$ cat config.mk
export PLATFORM = sky130hd
export DESIGN_NAME = square_tone_generator_with_fade_top
export DESIGN_NICKNAME = d
export VERILOG_FILES = /design/src/sv/stg_pkg.sv /design/src/sv/stg_front.sv /design/src/sv/stg_div.sv /design/src/sv/stg_back.sv /design/src/sv/stg_rslt_q.sv /design/src/sv/square_tone_generator_with_fade_top.sv
export SDC_FILE = /design/constraint.sdc
export NUM_CORES = 2
export LEC_CHECK = 0
export BUFFER_PORTS_ARGS = -buffer_cell sky130_fd_sc_hd__buf_2
export CORE_ASPECT_RATIO = 0.7
export CORE_UTILIZATION = 60
export CTS_BUF_LIST = sky130_fd_sc_hd__clkbuf_2 sky130_fd_sc_hd__clkbuf_4 sky130_fd_sc_hd__clkbuf_8
export CTS_CLUSTER_DIAMETER = 120
export DETAILED_ROUTE_END_ITERATION = 8
export PLACE_DENSITY = 0.76
export SLEW_MARGIN = 20
export SYNTH_ARGS = -nofsm -noshare
export SYNTH_HDL_FRONTEND = slang
export SYNTH_SLANG_ARGS = --single-unit
export TNS_END_PERCENT = 5
$ cat constraint.sdc
create_clock -name clk -period 9 [get_ports clk]
set_input_delay 1.8 -clock clk [delete_from_list [all_inputs] [get_ports clk]]
set_output_delay 1.8 -clock clk [all_outputs]
set_load 0.01 [all_outputs]
$ cat src/sv/stg_pkg.sv
// stg_pkg: constants, widths and shared types of the square tone generator
// no dependencies; imported by every module of the block

package stg_pkg;

	// sample clock of the audio path in hertz
	localparam int SAMPLE_RATE = 16000;

	// loudness and timing constants
	localparam int FULL_SCALE = 12000;
	localparam int VOL_MAX    = 100;
	localparam int MS_PER_S   = 1000;
	localparam int FADE_DIV   = 200;
	localparam int AMP_STEP   = FULL_SCALE / VOL_MAX;
	localparam int FADE_LEN   = SAMPLE_RATE / FADE_DIV;

	// field widths
	localparam int FREQ_W   = 16;
	localparam int DUR_W    = 16;
	localparam int VOL_W    = 8;
	localparam int DATA_W   = 16;
	localparam int SMP_W    = 15;
	localparam int REG_IDX_W = 2;

	// derived widths
	localparam int SR_W      = $clog2(SAMPLE_RATE + 1);
	localparam longint MAX_TOTAL = (longint'(SAMPLE_RATE) * 65535) / MS_PER_S;
	localparam int CNT_W     = $clog2(MAX_TOTAL + 1);
	localparam int HALF_W    = $clog2(SAMPLE_RATE / 2 + 1);
	localparam int PHASE_W   = HALF_W + 1;
	localparam int AMP_W     = $clog2(FULL_SCALE + 1);
	localparam int VCAP_W    = $clog2(VOL_MAX + 1);
	localparam int K_W       = $clog2(FADE_LEN);
	localparam int X_W       = AMP_W + K_W;

	// envelope divide by FADE_LEN as a multiply by a rounded-up reciprocal
	localparam int RECIP_SHIFT = 32;
	localparam longint RECIP   = ((longint'(1) << RECIP_SHIFT) / FADE_LEN) + 1;
	localparam int RECIP_W     = $clog2(RECIP + 1);
	localparam int RP_W        = X_W + RECIP_W;

	// iterative divider
	localparam int DIVD_W    = SR_W + DUR_W;
	localparam int DIVS_W    = FREQ_W + 1;
	localparam int DIV_CNT_W = $clog2(DIVD_W);

	// sample count divide by MS_PER_S as a multiply by a rounded-up reciprocal
	localparam int     TOT_SHIFT   = DIVD_W + $clog2(MS_PER_S);
	localparam longint TOT_RECIP   = ((longint'(1) << TOT_SHIFT) / MS_PER_S) + 1;
	localparam int     TOT_RECIP_W = $clog2(TOT_RECIP + 1);
	localparam int     TOT_P_W     = DIVD_W + TOT_RECIP_W;

	// queue depths
	localparam int CMDQ_DEPTH = 2;
	localparam int CMDQ_PTR_W = $clog2(CMDQ_DEPTH);
	localparam int CMDQ_CNT_W = $clog2(CMDQ_DEPTH + 1);
	localparam int RQ_DEPTH   = 2;
	localparam int RQ_PTR_W   = $clog2(RQ_DEPTH);
	localparam int RQ_CNT_W   = $clog2(RQ_DEPTH + 1);

	// register indexes
	localparam logic [REG_IDX_W-1:0] REG_FREQ   = 2'd0;
	localparam logic [REG_IDX_W-1:0] REG_DUR    = 2'd1;
	localparam logic [REG_IDX_W-1:0] REG_VOL    = 2'd2;
	localparam logic [REG_IDX_W-1:0] REG_ENABLE = 2'd3;

	typedef struct packed {
		logic [FREQ_W-1:0] freq;
		logic [DUR_W-1:0]  dur;
		logic [VOL_W-1:0]  vol;
		logic              en;
	} cfg_t;

	// classified word between front and back
	typedef struct packed {
		logic              start;
		logic              silent;
		logic [AMP_W-1:0]  peak;
		logic [DUR_W-1:0]  dur;
		logic [FREQ_W-1:0] freq;
	} cmd_t;

	typedef struct packed {
		logic signed [SMP_W-1:0] sample;
		logic                    last;
		logic                    active;
	} rslt_t;

	typedef struct packed {
		logic              start;
		logic [DIVD_W-1:0] dividend;
		logic [DIVS_W-1:0] divisor;
	} div_req_t;

	typedef struct packed {
		logic              done;
		logic [DIVD_W-1:0] quot;
	} div_rsp_t;

endpackage

$ cat src/sv/stg_front.sv
// stg_front: accepts input words, classifies them and queues commands
// depends on stg_pkg

module stg_front import stg_pkg::*; (
	input  logic clk,
	input  logic arst_n,
	input  logic push,
	input  logic start_tone,
	output logic full,
	input  cfg_t cfg,
	input  logic cmd_pop,
	output logic cmd_valid,
	output cmd_t cmd
);

	cmd_t                  cmdq_q [CMDQ_DEPTH];
	logic [CMDQ_PTR_W-1:0] wr_ptr_q;
	logic [CMDQ_PTR_W-1:0] rd_ptr_q;
	logic [CMDQ_CNT_W-1:0] cnt_q;
	logic                  wr_fire;
	logic                  rd_fire;
	logic [VCAP_W-1:0]     vol_cap;
	cmd_t                  cmd_new;

	// saturate volume, scale to peak, flag silent tones
	always_comb begin
		vol_cap = (cfg.vol > VOL_W'(VOL_MAX)) ? VCAP_W'(VOL_MAX) : cfg.vol[VCAP_W-1:0];
		cmd_new.start  = start_tone;
		cmd_new.silent = !cfg.en || (cfg.freq == '0) || (cfg.dur == '0);
		cmd_new.peak   = AMP_W'(vol_cap) * AMP_W'(AMP_STEP);
		cmd_new.dur    = cfg.dur;
		cmd_new.freq   = cfg.freq;
	end

	assign full      = (cnt_q == CMDQ_CNT_W'(CMDQ_DEPTH));
	assign cmd_valid = (cnt_q != '0);
	assign cmd       = cmdq_q[rd_ptr_q];
	assign wr_fire   = push && !full;
	assign rd_fire   = cmd_pop && cmd_valid;

	always_ff @(posedge clk or negedge arst_n) begin
		if (!arst_n) begin
			wr_ptr_q <= '0;
			rd_ptr_q <= '0;
			cnt_q    <= '0;
		end else begin
			if (wr_fire) begin
				wr_ptr_q <= (wr_ptr_q == CMDQ_PTR_W'(CMDQ_DEPTH - 1)) ? '0 : wr_ptr_q + 1'b1;
			end
			if (rd_fire) begin
				rd_ptr_q <= (rd_ptr_q == CMDQ_PTR_W'(CMDQ_DEPTH - 1)) ? '0 : rd_ptr_q + 1'b1;
			end
			if (wr_fire && !rd_fire) begin
				cnt_q <= cnt_q + 1'b1;
			end else if (rd_fire && !wr_fire) begin
				cnt_q <= cnt_q - 1'b1;
			end
		end
	end

	always_ff @(posedge clk) begin
		if (wr_fire) begin
			cmdq_q[wr_ptr_q] <= cmd_new;
		end
	end

endmodule

$ cat src/sv/stg_div.sv
// stg_div: restoring divider, one quotient bit per cycle
// depends on stg_pkg

module stg_div import stg_pkg::*; (
	input  logic     clk,
	input  logic     arst_n,
	input  div_req_t req,
	output div_rsp_t rsp
);

	logic                 busy_q;
	logic                 done_q;
	logic [DIV_CNT_W-1:0] cnt_q;
	logic [DIVS_W-1:0]    rem_q;
	logic [DIVD_W-1:0]    quo_q;
	logic [DIVS_W-1:0]    dvs_q;
	logic [DIVS_W:0]      trial;
	logic [DIVS_W:0]      diff;
	logic                 ge;

	always_comb begin
		trial = {rem_q, quo_q[DIVD_W-1]};
		diff  = trial - {1'b0, dvs_q};
		ge    = (trial >= {1'b0, dvs_q});
	end

	always_ff @(posedge clk or negedge arst_n) begin
		if (!arst_n) begin
			busy_q <= 1'b0;
			done_q <= 1'b0;
			cnt_q  <= '0;
		end else begin
			done_q <= 1'b0;
			if (req.start) begin
				busy_q <= 1'b1;
				cnt_q  <= '0;
			end else if (busy_q) begin
				cnt_q <= cnt_q + 1'b1;
				if (cnt_q == DIV_CNT_W'(DIVD_W - 1)) begin
					busy_q <= 1'b0;
					done_q <= 1'b1;
				end
			end
		end
	end

	always_ff @(posedge clk) begin
		if (req.start) begin
			rem_q <= '0;
			quo_q <= req.dividend;
			dvs_q <= req.divisor;
		end else if (busy_q) begin
			rem_q <= ge ? diff[DIVS_W-1:0] : trial[DIVS_W-1:0];
			quo_q <= {quo_q[DIVD_W-2:0], ge};
		end
	end

	assign rsp.done = done_q;
	assign rsp.quot = quo_q;

endmodule

$ cat src/sv/stg_back.sv
// stg_back: tone sequencer; latches tone setup, runs the envelope and phase
// depends on stg_pkg; drives stg_div and feeds the result queue

module stg_back import stg_pkg::*; (
	input  logic     clk,
	input  logic     arst_n,
	input  logic     cmd_valid,
	input  cmd_t     cmd,
	output logic     cmd_pop,
	output div_req_t div_req,
	input  div_rsp_t div_rsp,
	input  logic     rslt_full,
	output logic     rslt_push,
	output rslt_t    rslt
);

	localparam logic [2:0] ST_IDLE      = 3'd0;
	localparam logic [2:0] ST_TOT_GO    = 3'd1;
	localparam logic [2:0] ST_TOT_WAIT  = 3'd2;
	localparam logic [2:0] ST_HALF_GO   = 3'd3;
	localparam logic [2:0] ST_HALF_WAIT = 3'd4;
	localparam logic [2:0] ST_ENV1      = 3'd5;
	localparam logic [2:0] ST_ENV2      = 3'd6;
	localparam logic [2:0] ST_EMIT      = 3'd7;

	logic [2:0]         state_q;
	cmd_t               cmd_q;
	logic               running_q;
	logic               silent_q;
	logic [AMP_W-1:0]   peak_q;
	logic [CNT_W-1:0]   idx_q;
	logic [CNT_W-1:0]   total_q;
	logic [HALF_W-1:0]  half_q;
	logic [PHASE_W-1:0] phase_q;
	logic [DIVD_W-1:0]  tot_prod_q;

	logic [X_W-1:0]     prod_s1;
	logic               full_s1;
	logic [RP_W-1:0]    recip_s2;
	logic               full_s2;

	logic [RECIP_W-1:0] recip_c;
	logic               fade_in;
	logic               fade_out;
	logic [CNT_W-1:0]   remain;
	logic [K_W-1:0]     k;
	logic [AMP_W-1:0]   env;
	logic [SMP_W-1:0]   mag;
	logic [PHASE_W-1:0] phase_inc;
	logic [PHASE_W-1:0] phase_nxt;
	logic [CNT_W-1:0]   idx_inc;
	logic [TOT_P_W-1:0] tot_full;
	logic [CNT_W-1:0]   tot_cnt;

	assign recip_c  = RECIP_W'(RECIP);

	// sample count: rate times duration, then divide by 1000 through the reciprocal
	assign tot_full = TOT_P_W'(tot_prod_q) * TOT_P_W'(TOT_RECIP);
	assign tot_cnt  = tot_full[TOT_SHIFT +: CNT_W];

	// fade position
	always_comb begin
		remain   = total_q - idx_q;
		fade_in  = (idx_q < CNT_W'(FADE_LEN));
		fade_out = (total_q > CNT_W'(FADE_LEN)) &&
			(idx_q > (total_q - CNT_W'(FADE_LEN)));
		k = fade_in ? idx_q[K_W-1:0] : remain[K_W-1:0];
	end

	// sample and next phase
	always_comb begin
		env       = full_s2 ? peak_q : recip_s2[RECIP_SHIFT +: AMP_W];
		mag       = SMP_W'(env);
		phase_inc = phase_q + 1'b1;
		phase_nxt = (phase_inc >= {half_q, 1'b0}) ? '0 : phase_inc;
		idx_inc   = idx_q + 1'b1;
		rslt.sample = '0;
		rslt.last   = 1'b0;
		rslt.active = 1'b0;
		if (running_q) begin
			if (!silent_q) begin
				rslt.sample = (phase_q < PHASE_W'(half_q)) ? mag : -mag;
			end
			rslt.last   = (idx_inc >= total_q);
			rslt.active = 1'b1;
		end
	end

	// divider request: half period
	always_comb begin
		div_req.start    = (state_q == ST_HALF_GO);
		div_req.dividend = DIVD_W'(SAMPLE_RATE);
		div_req.divisor  = {cmd_q.freq, 1'b0};
	end

	assign cmd_pop   = (state_q == ST_IDLE) && cmd_valid;
	assign rslt_push = (state_q == ST_EMIT) && !rslt_full;

	always_ff @(posedge clk or negedge arst_n) begin
		if (!arst_n) begin
			state_q   <= ST_IDLE;
			running_q <= 1'b0;
			silent_q  <= 1'b0;
			peak_q    <= '0;
			idx_q     <= '0;
			total_q   <= '0;
			half_q    <= '0;
			phase_q   <= '0;
		end else begin
			unique case (state_q)
				ST_IDLE: begin
					if (cmd_valid) begin
						if (cmd.start) begin
							silent_q  <= cmd.silent;
							peak_q    <= cmd.peak;
							phase_q   <= '0;
							idx_q     <= '0;
							running_q <= 1'b0;
							state_q   <= ST_TOT_GO;
						end else begin
							state_q <= ST_ENV1;
						end
					end
				end
				ST_TOT_GO: begin
					state_q <= ST_TOT_WAIT;
				end
				ST_TOT_WAIT: begin
					total_q   <= tot_cnt;
					running_q <= (tot_cnt != '0);
					if (cmd_q.freq == '0) begin
						half_q  <= '0;
						state_q <= ST_ENV1;
					end else begin
						state_q <= ST_HALF_GO;
					end
				end
				ST_HALF_GO: begin
					state_q <= ST_HALF_WAIT;
				end
				ST_HALF_WAIT: begin
					if (div_rsp.done) begin
						half_q  <= div_rsp.quot[HALF_W-1:0];
						state_q <= ST_ENV1;
					end
				end
				ST_ENV1: begin
					state_q <= ST_ENV2;
				end
				ST_ENV2: begin
					state_q <= ST_EMIT;
				end
				ST_EMIT: begin
					if (!rslt_full) begin
						if (running_q) begin
							if (!silent_q && (half_q != '0)) begin
								phase_q <= phase_nxt;
							end
							idx_q <= idx_inc;
							if (idx_inc >= total_q) begin
								running_q <= 1'b0;
							end
						end
						state_q <= ST_IDLE;
					end
				end
				default: begin
					state_q <= ST_IDLE;
				end
			endcase
		end
	end

	// datapath registers
	always_ff @(posedge clk) begin
		if (cmd_pop) begin
			cmd_q <= cmd;
		end
		if (state_q == ST_TOT_GO) begin
			tot_prod_q <= DIVD_W'(SAMPLE_RATE) * DIVD_W'(cmd_q.dur);
		end
		if (state_q == ST_ENV1) begin
			prod_s1 <= X_W'(peak_q) * X_W'(k);
			full_s1 <= !fade_in && !fade_out;
		end
		if (state_q == ST_ENV2) begin
			recip_s2 <= RP_W'(prod_s1) * RP_W'(recip_c);
			full_s2  <= full_s1;
		end
	end

endmodule

$ cat src/sv/stg_rslt_q.sv
// stg_rslt_q: two-entry result queue between the sequencer and the output port
// depends on stg_pkg

module stg_rslt_q import stg_pkg::*; (
	input  logic  clk,
	input  logic  arst_n,
	input  logic  wr,
	input  rslt_t wr_data,
	output logic  wr_full,
	input  logic  rd,
	output logic  rd_empty,
	output rslt_t rd_data
);

	rslt_t               rq_q [RQ_DEPTH];
	logic [RQ_PTR_W-1:0] wr_ptr_q;
	logic [RQ_PTR_W-1:0] rd_ptr_q;
	logic [RQ_CNT_W-1:0] cnt_q;
	logic                wr_fire;
	logic                rd_fire;

	assign wr_full  = (cnt_q == RQ_CNT_W'(RQ_DEPTH));
	assign rd_empty = (cnt_q == '0);
	assign rd_data  = rq_q[rd_ptr_q];
	assign wr_fire  = wr && !wr_full;
	assign rd_fire  = rd && !rd_empty;

	always_ff @(posedge clk or negedge arst_n) begin
		if (!arst_n) begin
			wr_ptr_q <= '0;
			rd_ptr_q <= '0;
			cnt_q    <= '0;
		end else begin
			if (wr_fire) begin
				wr_ptr_q <= (wr_ptr_q == RQ_PTR_W'(RQ_DEPTH - 1)) ? '0 : wr_ptr_q + 1'b1;
			end
			if (rd_fire) begin
				rd_ptr_q <= (rd_ptr_q == RQ_PTR_W'(RQ_DEPTH - 1)) ? '0 : rd_ptr_q + 1'b1;
			end
			if (wr_fire && !rd_fire) begin
				cnt_q <= cnt_q + 1'b1;
			end else if (rd_fire && !wr_fire) begin
				cnt_q <= cnt_q - 1'b1;
			end
		end
	end

	always_ff @(posedge clk) begin
		if (wr_fire) begin
			rq_q[wr_ptr_q] <= wr_data;
		end
	end

endmodule

$ cat src/sv/square_tone_generator_with_fade_top.sv
// square_tone_generator_with_fade_top: square-wave tone generator with linear fade
// depends on stg_pkg, stg_front, stg_div, stg_back, stg_rslt_q
//
// channel   | handshake          | word
// ----------+--------------------+--------------------------------------------
// input     | push / full        | start_tone
// result    | empty / pop        | sample_value, last_sample, tone_active
// config    | wr_en (no wait)    | wr_index, wr_data
//
// a tick word passes through the sequencer as command pop, fade multiply,
// reciprocal multiply, emit into the result queue
// a start word adds the sample count (product, then reciprocal multiply)
// and, unless the frequency is zero, one run of the bit-serial divider
// for the half period
// a two-word command queue and a two-word result queue let input and output
// stall on their own; reset clears config registers (volume to 100) and tone state

module square_tone_generator_with_fade_top import stg_pkg::*; (
	input  logic                    clk,
	input  logic                    arst_n,
	// input words
	input  logic                    push,
	output logic                    full,
	input  logic                    start_tone,
	// result words
	output logic                    empty,
	input  logic                    pop,
	output logic signed [SMP_W-1:0] sample_value,
	output logic                    last_sample,
	output logic                    tone_active,
	// configuration writes
	input  logic                    wr_en,
	input  logic [REG_IDX_W-1:0]    wr_index,
	input  logic [DATA_W-1:0]       wr_data
);

	cfg_t     cfg_q;
	logic     cmd_valid;
	logic     cmd_pop;
	cmd_t     cmd;
	div_req_t div_req;
	div_rsp_t div_rsp;
	logic     rslt_full;
	logic     rslt_push;
	rslt_t    rslt;
	rslt_t    head;

	// configuration registers; user writes only when no tone word is in flight
	always_ff @(posedge clk or negedge arst_n) begin
		if (!arst_n) begin
			cfg_q.freq <= '0;
			cfg_q.dur  <= '0;
			cfg_q.vol  <= VOL_W'(VOL_MAX);
			cfg_q.en   <= 1'b0;
		end else if (wr_en) begin
			unique case (wr_index)
				REG_FREQ:   cfg_q.freq <= wr_data[FREQ_W-1:0];
				REG_DUR:    cfg_q.dur  <= wr_data[DUR_W-1:0];
				REG_VOL:    cfg_q.vol  <= wr_data[VOL_W-1:0];
				REG_ENABLE: cfg_q.en   <= wr_data[0];
				default:    cfg_q      <= cfg_q;
			endcase
		end
	end

	// front: accept and classify, snapshot tone setup with each word
	stg_front u_front (
		.clk        (clk),
		.arst_n     (arst_n),
		.push       (push),
		.start_tone (start_tone),
		.full       (full),
		.cfg        (cfg_q),
		.cmd_pop    (cmd_pop),
		.cmd_valid  (cmd_valid),
		.cmd        (cmd)
	);

	// divider for the half period
	stg_div u_div (
		.clk    (clk),
		.arst_n (arst_n),
		.req    (div_req),
		.rsp    (div_rsp)
	);

	// back: tone state, envelope and phase
	stg_back u_back (
		.clk       (clk),
		.arst_n    (arst_n),
		.cmd_valid (cmd_valid),
		.cmd       (cmd),
		.cmd_pop   (cmd_pop),
		.div_req   (div_req),
		.div_rsp   (div_rsp),
		.rslt_full (rslt_full),
		.rslt_push (rslt_push),
		.rslt      (rslt)
	);

	// output queue; head word sits on the result ports while empty is low
	stg_rslt_q u_rslt_q (
		.clk      (clk),
		.arst_n   (arst_n),
		.wr       (rslt_push),
		.wr_data  (rslt),
		.wr_full  (rslt_full),
		.rd       (pop),
		.rd_empty (empty),
		.rd_data  (head)
	);

	assign sample_value = head.sample;
	assign last_sample  = head.last;
	assign tone_active  = head.active;

endmodule
==> reports/summary.txt <==
Largest net degree at the start of global routing: 78
Routed len/inst: 18.57 um
Ports: 43
FF-to-FF path depth: 23
WL final: 84,570 um
Antenna cells: 0
Final ANT Viol Nets: 0
Most common library cell in the layout ignoring fill and taps: inv_1
Max cap viols: 0
# Post-CTS Setup Buffers: 0
Pre-antenna DRT Iters: 5
Final setup TNS: 0 ns
CP delay by family, top: adder cells
Fin crit share: 84.67%
Vias in the first global route: 25,530
CP max-delay cell: fa_1
CTS clk-pin slew, worst paths: 0.06 ns
Yosys cell types: 74
Gpl congestion: 1.008
Final Setup Violations: 0
Final Max Tran Viols: 0
Yosys warns: 0
FF+latch area: 0.01130 mm^2
Grt total ovfl: 0
CP Max Fanout: 8
Die Span Y: 215.3 um
Avg Inst Size Synth: 10.92 um^2
Core Area: 0.06368 mm^2
Hold_buf cts: 0
Commonest cells after routing, fill and taps aside: inv_1, ha_1, fa_1
FP Rows: 77
Post-Syn Instances: 3,572
Largest cells by area after synthesis: fa_1, ha_1, edfxtp_1
Hold crit path type: reg -> reg
CP startpoint kind: register
Crit Reg-Reg Endpoint: u_back.running_q
Max incr delay on CP: 0.63 ns
Clk_lat worst skew: 0.65 ns
Skew final: 0.03126 ns
Gr usage total: 26.47%
CTS H-tree depth: 3
Critical Path Sink: u_back.running_q
Relative slew slack: 27.96%
CTS root buffer: clkbuf_8
Layout Area Growth over Synthesis: 6.849%
Critical Path Stages: 23
Hold Vio Cnt, Final: 0
Fmax: 131.2 MHz
Worst setup path class: reg -> reg
Routed vias: 25,380
Crit. Startpoint: u_back.tot_prod_q[19]
Layout cell share with drive strength beyond 1: 8.605%
First-pass GRT wire length: 137,800 um
Measured slew at the worst slew-check pin: 1.080 ns
Fill cells: 4,896
Prevailing post-synth register cell: edfxtp_1
Multi-input gate area: 0.02503 mm^2
CTS tree: done
Share of flip-flops with an asynchronous set or reset: 33.49%
Dpl hpwl: 68,770 um
CTS Sinks: 415
Clock buffer depth: 3
RSZ-0062 raised after global routing: no
Reg2reg start: u_back.tot_prod_q[19]
Sequential area share after synthesis: 28.97%
Run status: complete, no violations
Cell taking the most area after synthesis: fa_1
Fin cells: 4,553
Initial DRC Count: 1,960
Synthesized flop and latch total: 415
Tmin final: 7.621 ns
Initial antenna violation count: 1
Crit path DAT: 8.14 ns
Vias per std cell: 5.575
CP endpoint kind: register
Worst path cell trace: inv_1 -> ha_1 -> fa_1 -> fa_1 -> inv_1 -> fa_1 -> fa_1 -> fa_1 -> inv_1 -> fa_1 -> inv_1 -> ha_1 -> a21oi_1 -> o211ai_1 -> a31o_1 -> a21o_1 -> or2_2 -> a21oi_1 -> xor2_1 -> nand4_1 -> nor3b_1 -> nand4_1 -> o41a_1
Dpl cells: 4,430
Top cell type's share of synthesized area: 20.68%
TritonCTS buffer count: 67
Worst path bufs/invs: 4
Starting Density: 61.25%
Total Nets Final: 4,682
Reg2Reg Setup Slack: 1.38 ns
Synthesized cell area: 0.03901 mm^2
Number of flops mapped to enable cells by yosys: 229
Die Width: 306.8 um
Post-synth net total: 4,624
Residual DRC: 0
Critical path's most frequent cell: fa_1
Worst Path Required: 9.52 ns
WHS Path Cells: 0
Die ar.: 0.06605 mm^2
Port-buffer cells: 42
Post_cts resized: 0
==> Yosys cell counts, drive strengths merged, types with 4 or more instances <==
library cell,instances
o21a,22
edfxtp,229
clkbuf,64
a211oi,15
xor2,44
nand2,160
fa,403
a21o,44
nor4,25
and3,32
a211o,5
or2,16
o211ai,13
a311oi,4
xnor2,108
nor2b,19
nand2b,22
and2,43
mux2i,66
and4,4
o31ai,8
o21bai,20
a31oi,12
or3,4
nand4,28
dfxtp,47
o2111ai,5
o41ai,4
o21ai,126
nand3,46
nor3b,7
a21oi,135
inv,656
buf,6
nor3,59
ha,625
nor2,145
a41oi,5
mux2,95
dfrtp,136
a22o,25
==> worst min path at each step <==
stage	startpoint	endpoint	slack [ns]
CTS	u_back.div_req[10]	u_div.dvs_q[10]	0.45
global route	u_back.div_req[10]	u_div.dvs_q[10]	0.46
detailed placement	u_back.div_req[10]	u_div.dvs_q[10]	0.43
finish	u_back.div_req[10]	u_div.dvs_q[10]	0.45
global placement	u_back.div_req[5]	u_div.dvs_q[5]	0.43
floorplan	u_back.full_s1	u_back.full_s2	0.40
==> logic make-up after synthesis <==
family / after synthesis / synth area share (%)
multiplexers: 161 / 4.436
adder cells (fa/ha/maj): 1028 / 40.73
XOR/XNOR: 152 / 3.413
flip-flops: 415 / 28.97
AND/OR/NAND/NOR: 616 / 7.654
buffers and inverters: 728 / 7.009
AO/OA/AOI/OAI: 472 / 7.788
==> per-layer routing <==
metal  share of wire, %  global-route usage (%)
met4                1.5                   5.250
met1                 50                   42.11
met3                9.0                   7.367
met2                 39                   35.58
met5              0.093                  0.7267
==> through the flow <==
step | setup slack (ns) | cell area (um^2) | utilization (%) | hold slack, ns
CTS | 1.462 | 41660 | 65.42 | 0.4501
global route | 0.8793 | 41680 | 65.45 | 0.4638
global placement | 1.698 | 40210 | 63.15 | 0.4309
floorplan | 2.234 | 39010 | - | 0.4003
detailed placement | 1.498 | 40210 | 63.15 | 0.4349
finish | 1.379 | 41680 | 65.45 | 0.4504
==> layout make-up <==
class                      instances  share of cell area, %
clock buffer                     104                  2.984
clock inverter                    19                 0.4893
timing repair buffer              59                 0.8256
multi-input combinational       2429                  60.05
sequential                       415                  27.12
inverter                         658                  5.926
tap                              869                  2.609
==> state kept, by name (all words and copies together) (netlist names), 5 cells and up <==
name and cells:
cfg_q 41, u_rslt_q.rq_q 34, u_front.cmdq_q 90, u_div.rem_q 17, u_back.total_q 20, u_back.recip_s2 14, u_back.prod_s1 18, u_back.idx_q 20
u_div.dvs_q 16, u_div.quo_q 30, u_div.cnt_q 5, u_back.half_q 13, u_back.div_req 16, u_back.peak_q 11, u_back.tot_prod_q 23, u_back.cmd_q 16
u_back.phase_q 14
Power is left out: the tool's default activity adds up to more than one toggle a clock period on the data nets, which glitch-free logic cannot reach.
